$ cat src/rtl/fk_dbnc_pkg.sv
// ----------------------------------------------------------------------------
// fk_dbnc_pkg
// Types and constants shared by the four-key debounce block and its checker.
// ----------------------------------------------------------------------------
package fk_dbnc_pkg;

	localparam int FLAG_W = 4;
	localparam int CFG_DATA_W = 8;
	localparam int CFG_IDX_W = 3;
	localparam int PIN_KEYS = 4;

	// port pins of the active-low keys
	localparam int PORT_BIT_MEM = 0;
	localparam int PORT_BIT_TEST = 1;
	localparam int PORT_BIT_SET = 4;

	typedef enum logic [1:0] {
		OP_SCAN     = 2'd0,
		OP_CLEAR    = 2'd1,
		OP_ACK_REL  = 2'd2,
		OP_ACK_HOLD = 2'd3
	} op_t;

	typedef enum logic [1:0] {
		PH_IDLE     = 2'd0,
		PH_DEBOUNCE = 2'd1,
		PH_CONFIRM  = 2'd2,
		PH_RELEASE  = 2'd3
	} key_phase_t;

	typedef enum logic [CFG_IDX_W-1:0] {
		CFG_DITHER     = 3'd0,
		CFG_HOLD_MEM   = 3'd1,
		CFG_HOLD_TEST  = 3'd2,
		CFG_HOLD_SET   = 3'd3,
		CFG_HOLD_MODE  = 3'd4,
		CFG_REPEAT_EN  = 3'd5,
		CFG_REPEAT_INT = 3'd6
	} cfg_reg_t;

	localparam logic [7:0] DITHER_RST = 8'd2;
	localparam logic [7:0] HOLD_LIMIT_RST = 8'd100;
	localparam logic [3:0] REPEAT_EN_RST = 4'd0;
	localparam logic [7:0] REPEAT_INT_RST = 8'd10;

endpackage

$ cat src/rtl/four_key_debounce_hold_repeat.sv
// ----------------------------------------------------------------------------
// four_key_debounce_hold_repeat
// Debounce, long-hold and auto-repeat detection for four keys with sticky
// press, hold, repeat and release flags.
// ----------------------------------------------------------------------------
//  channel | handshake             | payload
//  --------+-----------------------+-------------------------------------------
//  in      | in_valid / in_stall   | opcode, port_bits, mode_pin, ack_mask
//  out     | out_valid / out_stall | press_flags, hold_flags, repeat_flags,
//          |                       | release_flags
//  cfg     | cfg_wr_en             | cfg_index, cfg_data
//
//  one item per cycle while in_stall is low; its result shows in the cycle after the transfer
//  the flag registers are the result register, so in_stall is only raised
//  while a result waits and out_stall is high
//  arst_n clears key state and flags and loads the register defaults
//  keys beyond four have no pin and stay idle, so they carry no state
// ----------------------------------------------------------------------------
module four_key_debounce_hold_repeat #(
	parameter int NUM_KEYS = 4,
	parameter int COUNT_MAX = 254
) (
	input  logic                                  clk,
	input  logic                                  arst_n,
	input  logic                                  cfg_wr_en,
	input  logic [fk_dbnc_pkg::CFG_IDX_W-1:0]     cfg_index,
	input  logic [fk_dbnc_pkg::CFG_DATA_W-1:0]    cfg_data,
	input  logic                                  in_valid,
	output logic                                  in_stall,
	input  logic [1:0]                            opcode,
	input  logic [7:0]                            port_bits,
	input  logic                                  mode_pin,
	input  logic [3:0]                            ack_mask,
	output logic                                  out_valid,
	input  logic                                  out_stall,
	output logic [3:0]                            press_flags,
	output logic [3:0]                            hold_flags,
	output logic [3:0]                            repeat_flags,
	output logic [3:0]                            release_flags
);
	import fk_dbnc_pkg::*;

	localparam int ActKeys = (NUM_KEYS < PIN_KEYS) ? NUM_KEYS : PIN_KEYS;

	logic [7:0]       dither_q;
	logic [7:0]       hold_limit_q [PIN_KEYS];
	logic [3:0]       repeat_en_q;
	logic [7:0]       repeat_int_q;

	key_phase_t       phase_q [ActKeys];
	key_phase_t       phase_d [ActKeys];
	logic [7:0]       count_q [ActKeys];
	logic [7:0]       count_d [ActKeys];
	logic [ActKeys-1:0] latch_q;
	logic [ActKeys-1:0] latch_d;

	logic [FLAG_W-1:0] press_q, hold_q, repeat_q, release_q;
	logic [FLAG_W-1:0] press_d, hold_d, repeat_d, release_d;
	logic              out_valid_q;

	logic [PIN_KEYS-1:0] key_on;
	logic [7:0]          count_inc [ActKeys];
	logic [7:0]          count_sat [ActKeys];
	logic [7:0]          count_rld [ActKeys];
	logic                in_xfer;

	assign in_stall = out_valid_q & out_stall;
	assign in_xfer = in_valid & ~in_stall;

	assign out_valid = out_valid_q;
	assign press_flags = press_q;
	assign hold_flags = hold_q;
	assign repeat_flags = repeat_q;
	assign release_flags = release_q;

	// keys are active low on the pins
	assign key_on = {~mode_pin, ~port_bits[PORT_BIT_SET], ~port_bits[PORT_BIT_TEST],
		~port_bits[PORT_BIT_MEM]};

	// configuration registers
	always_ff @(posedge clk or negedge arst_n) begin
		if (!arst_n) begin
			dither_q <= DITHER_RST;
			for (int i = 0; i < PIN_KEYS; i++) begin
				hold_limit_q[i] <= HOLD_LIMIT_RST;
			end
			repeat_en_q <= REPEAT_EN_RST;
			repeat_int_q <= REPEAT_INT_RST;
		end else if (cfg_wr_en) begin
			unique case (cfg_reg_t'(cfg_index))
				CFG_DITHER:     dither_q <= cfg_data;
				CFG_HOLD_MEM:   hold_limit_q[0] <= cfg_data;
				CFG_HOLD_TEST:  hold_limit_q[1] <= cfg_data;
				CFG_HOLD_SET:   hold_limit_q[2] <= cfg_data;
				CFG_HOLD_MODE:  hold_limit_q[3] <= cfg_data;
				CFG_REPEAT_EN:  repeat_en_q <= cfg_data[3:0];
				CFG_REPEAT_INT: repeat_int_q <= cfg_data;
				default: ;
			endcase
		end
	end

	// per-key counter arithmetic
	always_comb begin
		for (int k = 0; k < ActKeys; k++) begin
			count_inc[k] = count_q[k] + 8'd1;
			count_sat[k] = (count_q[k] < 8'(COUNT_MAX)) ? count_inc[k] : count_q[k];
			count_rld[k] = hold_limit_q[k] - repeat_int_q;
		end
	end

	// next state of the key machines and flag words
	always_comb begin
		phase_d = phase_q;
		count_d = count_q;
		latch_d = latch_q;
		press_d = press_q;
		hold_d = hold_q;
		repeat_d = repeat_q;
		release_d = release_q;
		unique case (op_t'(opcode))
			OP_SCAN: begin
				for (int k = 0; k < ActKeys; k++) begin
					unique case (phase_q[k])
						PH_IDLE: begin
							if (key_on[k]) begin
								count_d[k] = 8'd0;
								latch_d[k] = 1'b1;
								phase_d[k] = PH_DEBOUNCE;
							end
						end
						PH_DEBOUNCE: begin
							if (key_on[k] == latch_q[k]) begin
								count_d[k] = count_inc[k];
								if (count_inc[k] > dither_q) begin
									phase_d[k] = PH_CONFIRM;
									if (key_on[k]) press_d[k] = 1'b1;
								end
							end else begin
								phase_d[k] = PH_IDLE;
							end
						end
						PH_CONFIRM: begin
							if (key_on[k] == latch_q[k]) begin
								count_d[k] = count_sat[k];
								if (count_sat[k] > hold_limit_q[k]) begin
									if (key_on[k]) hold_d[k] = 1'b1;
									if (repeat_en_q[k]) begin
										if (key_on[k]) repeat_d[k] = 1'b1;
										count_d[k] = count_rld[k];
									end
								end
							end else begin
								phase_d[k] = PH_RELEASE;
							end
						end
						PH_RELEASE: begin
							if (!key_on[k]) begin
								if (latch_q[k]) begin
									press_d[k] = 1'b0;
									hold_d[k] = 1'b0;
									repeat_d[k] = 1'b0;
									release_d[k] = 1'b1;
								end
								phase_d[k] = PH_IDLE;
							end
						end
					endcase
				end
			end
			OP_CLEAR: begin
				// hold counts survive a clear
				press_d = '0;
				hold_d = '0;
				repeat_d = '0;
				release_d = '0;
				latch_d = '0;
				for (int k = 0; k < ActKeys; k++) begin
					phase_d[k] = PH_IDLE;
				end
			end
			OP_ACK_REL:  release_d = release_q & ~ack_mask;
			OP_ACK_HOLD: hold_d = hold_q & ~ack_mask;
		endcase
	end

	always_ff @(posedge clk or negedge arst_n) begin
		if (!arst_n) begin
			for (int k = 0; k < ActKeys; k++) begin
				phase_q[k] <= PH_IDLE;
				count_q[k] <= 8'd0;
			end
			latch_q <= '0;
			press_q <= '0;
			hold_q <= '0;
			repeat_q <= '0;
			release_q <= '0;
			out_valid_q <= 1'b0;
		end else begin
			if (in_xfer) begin
				phase_q <= phase_d;
				count_q <= count_d;
				latch_q <= latch_d;
				press_q <= press_d;
				hold_q <= hold_d;
				repeat_q <= repeat_d;
				release_q <= release_d;
				out_valid_q <= 1'b1;
			end else if (!out_stall) begin
				out_valid_q <= 1'b0;
			end
		end
	end

endmodule

$ cat config.mk
export PLATFORM = sky130hd
export DESIGN_NAME = four_key_debounce_hold_repeat
export DESIGN_NICKNAME = d
export VERILOG_FILES = /design/src/rtl/fk_dbnc_pkg.sv /design/src/rtl/four_key_debounce_hold_repeat.sv
export SDC_FILE = /design/constraint.sdc
export NUM_CORES = 1
export LEC_CHECK = 0
export BUFFER_PORTS_ARGS = -buffer_cell sky130_fd_sc_hd__buf_2
export CORE_UTILIZATION = 45
export DETAILED_ROUTE_END_ITERATION = 16
export PLACE_DENSITY = 0.69
export SLEW_MARGIN = 20
export SYNTH_ARGS = -nofsm -noshare
export SYNTH_HDL_FRONTEND = slang
export SYNTH_SLANG_ARGS = --single-unit
$ cat constraint.sdc
create_clock -name clk -period 2.8 [get_ports clk]
set_input_delay 0.14 -clock clk [delete_from_list [all_inputs] [get_ports clk]]
set_output_delay 0.14 -clock clk [all_outputs]
set_load 0.02 [all_outputs]
==> run metrics <==
Core Util, Final 58.6%; Inserted Diodes 0; CTS tree done; VDD IR max 448 µV; Post-Place Cells 1481; Top Ports 49; CP arrival 3.33 ns; Total Wirelength 28700 µm; Area growth syn-to-layout 27.8%; status finished with violations; Worst setup EP type register; sequential-to-total area share from yosys stat 29.5%; P_leak 0.00557 µW; H-tree levels 4; Pins Over Slew Limit 0; total power 11300 µW; Port Buffers 43; RSZ-0062 raised after global routing yes; Worst Path Required 3.10 ns; Post-synth EDFFs 0; Hold Fails Final Rpt 0; Syn Std Cell Area 9640 µm²; Worst Setup Path Type register to register; reg-to-reg startpoint count_q[2]$_DFFE_PN0P_; yosys warns 0; # clock sinks 113; Int Power 6650 µW; via/cell ratio 5.74; Antenna Nets Post-Route 0; Worst Setup Start Kind register; syn_nets 1258; commonest non-fill, non-tap cells in the layout 105 x nand2_1, 105 x buf_4, 104 x ha_1; Die Y 148 µm; fraction of layout cells with a size suffix above 1 29.4%; max_cap viols 0; first-pass GRT wire length 45000 µm; Post-DP HPWL 20600 µm; vias in the first global route 8566; RR Endpoint count_q[4]$_DFFE_PN0P_; Comb pwr share 55.1%; failing checks setup timing; flop2flop setup slack -0.23 ns; First DRT Iteration DRCs 577; footprint of the multi-input gates 7020 µm²; Post-synth ARST share 100%; GPL Wtd Cong 0.918; Seq pwr share 22.7%; initial core utilization 45.9%; period utilization 108%; Hold WS 0.0169 ns; Filler cells 1830; via count 8810; GRT Util Overall 26.3%; CP max FO 5; max frequency 330 MHz; prevailing post-synth register cell dfrtp_1; Slew headroom 46.5%; initial antenna violation count 0; Seq cells post-synth 113; maximum clock path buffer count 2; Final setup viols 13; Final Non-Filler Cells 1534; hold wc startpoint out_stall; Die Width 148 µm; Synth Area per Inst 8.75 µm²; # DRC 0; clock skew 0.00723 ns; worst hold path type input pin to register; Root Driver clkbuf_16; final net count 1402; FP Rows 53; clock share of power 22.2%; Clock Latency Late Sink 0.42 ns; Reg area 2860 µm²; Avg WL per Cell 18.7 µm; Setup TNS -1.26 ns; Slew @ Worst Pin 0.799 ns; Worst Hold End out_valid$_DFFE_PN0P_; DRT Pass-1 Iters 5; core area 21000 µm²; Sw Share 41.1%; Synth Instances 1102; Unique masters post-synth 82; Final min period 3.03 ns; NetSw 4640 µW; Remaining Overflow, GRT 0; clock-pin slew on the worst setup and hold paths 0.06 ns; WHS Path Cells 3; cts bufs inserted 17; setup ws final -0.231 ns; die area 22000 µm²; largest net degree at the start of global routing 58; power density over cell area 917 nW/µm²; R2R depth 12
[synth_stat cells (17+ instances only)]
cell type  instances  area share, %
ha_1             121             16
nand2_1          107            4.2
dfrtp_1           98             25
o21ai_0           87            4.5
a21oi_1           83            4.3
inv_1             76            3.0
nor2_1            64            2.5
xnor2_1           39            3.5
nand3_1           36            1.9
mux2_2            34            4.0
nand2b_1          28            1.8
nand4_1           21            1.4
nor2b_1           20            1.3
o211ai_1          18            1.4
xor2_1            17            1.5
[sequential cells by signal (all words and copies together) (netlist names)]
signal,count
count_q,32
dither_q,8
hold_flags,4
hold_limit_q,32
latch_q,4
out_valid,1
phase_q,8
press_flags,4
release_flags,4
repeat_en_q,4
repeat_flags,4
repeat_int_q,8
[kinds of logic (layout without fill, tap and decap cells)]
logic type,count (synthesis),in the layout,share of synthesized area (%)
simple gates,341,341,17.8
compound gates,302,302,20.2
fa+ha+maj,125,125,16.5
flops,113,113,29.5
buf+inv,112,269,4.70
xor+xnor,58,58,5.42
mux,51,51,5.84
[through the flow]
step	setup WS, ns	cell area [µm²]
finish	-0.231	12300
global route	-0.342	12300
CTS	-0.142	11700
detailed placement	-0.234	10900
global placement	-0.178	10900
floorplan	-0.154	9740
[worst max path at each step]
stage,cells after the start,to,from,slack (ns)
3_5_place_dp,12,count_q[1]$_DFFE_PN0P_,count_q[4]$_DFFE_PN0P_,-0.23
4_1_cts,12,count_q[1]$_DFFE_PN0P_,count_q[2]$_DFFE_PN0P_,-0.14
6_report,12,count_q[4]$_DFFE_PN0P_,count_q[2]$_DFFE_PN0P_,-0.23
2_1_floorplan,13,count_q[4]$_DFFE_PN0P_,count_q[2]$_DFFE_PN0P_,-0.15
3_3_place_gp,12,count_q[1]$_DFFE_PN0P_,count_q[4]$_DFFE_PN0P_,-0.18
5_1_grt,12,count_q[1]$_DFFE_PN0P_,count_q[4]$_DFFE_PN0P_,-0.34
[repair_timing]
action	4_1_cts	5_1_grt
resized for setup	27	93
buffers inserted	4	14
setup endpoints to repair	18	46
hold buffers	3	0
hold endpoints to repair	28	0
pin swaps	9	38
cloned	0	1
[worst max-delay path, cell delays in order, from the launching register on]
cell and delay (ns):
dfrtp_1 0.41, and3_4 0.18, and3_4 0.19, xor2_2 0.14
or2_4 0.25, ha_4 0.27, nand4_1 0.11, or2_1 0.27
and3_4 0.19, a31oi_4 0.27, mux2_4 0.34, a221oi_2 0.23
a21oi_2 0.05
[layer usage]
layer / GRT usage, % / share of wire (%)
met2: 45.6 / 50
met1: 32.9 / 43
met4: 10.1 / 3.1
met3: 4.08 / 3.7
met5: 0 / 0
[power groups by stage]
| stage | Combinational, µW | Clock [µW] | Sequential, µW |
|---|---|---|---|
| floorplan | 3640 | 0 | 2610 |
| global placement | 5400 | 0 | 2530 |
| detailed placement | 5520 | 0 | 2550 |
| CTS | 5750 | 2520 | 2520 |
| global route | 6830 | 2590 | 2630 |
| finish | 6220 | 2510 | 2560 |
[final cells by class]
type                            instances  share of cell area [%]
Tap cell                              275                    2.79
Clock inverter                          9                    1.42
Inverter                               77                    2.35
Clock buffer                           23                    4.04
Timing Repair Buffer                  160                    9.28
Sequential cell                       113                    23.2
Multi-Input combinational cell        877                    56.9
(Power assumes the default switching activity.)
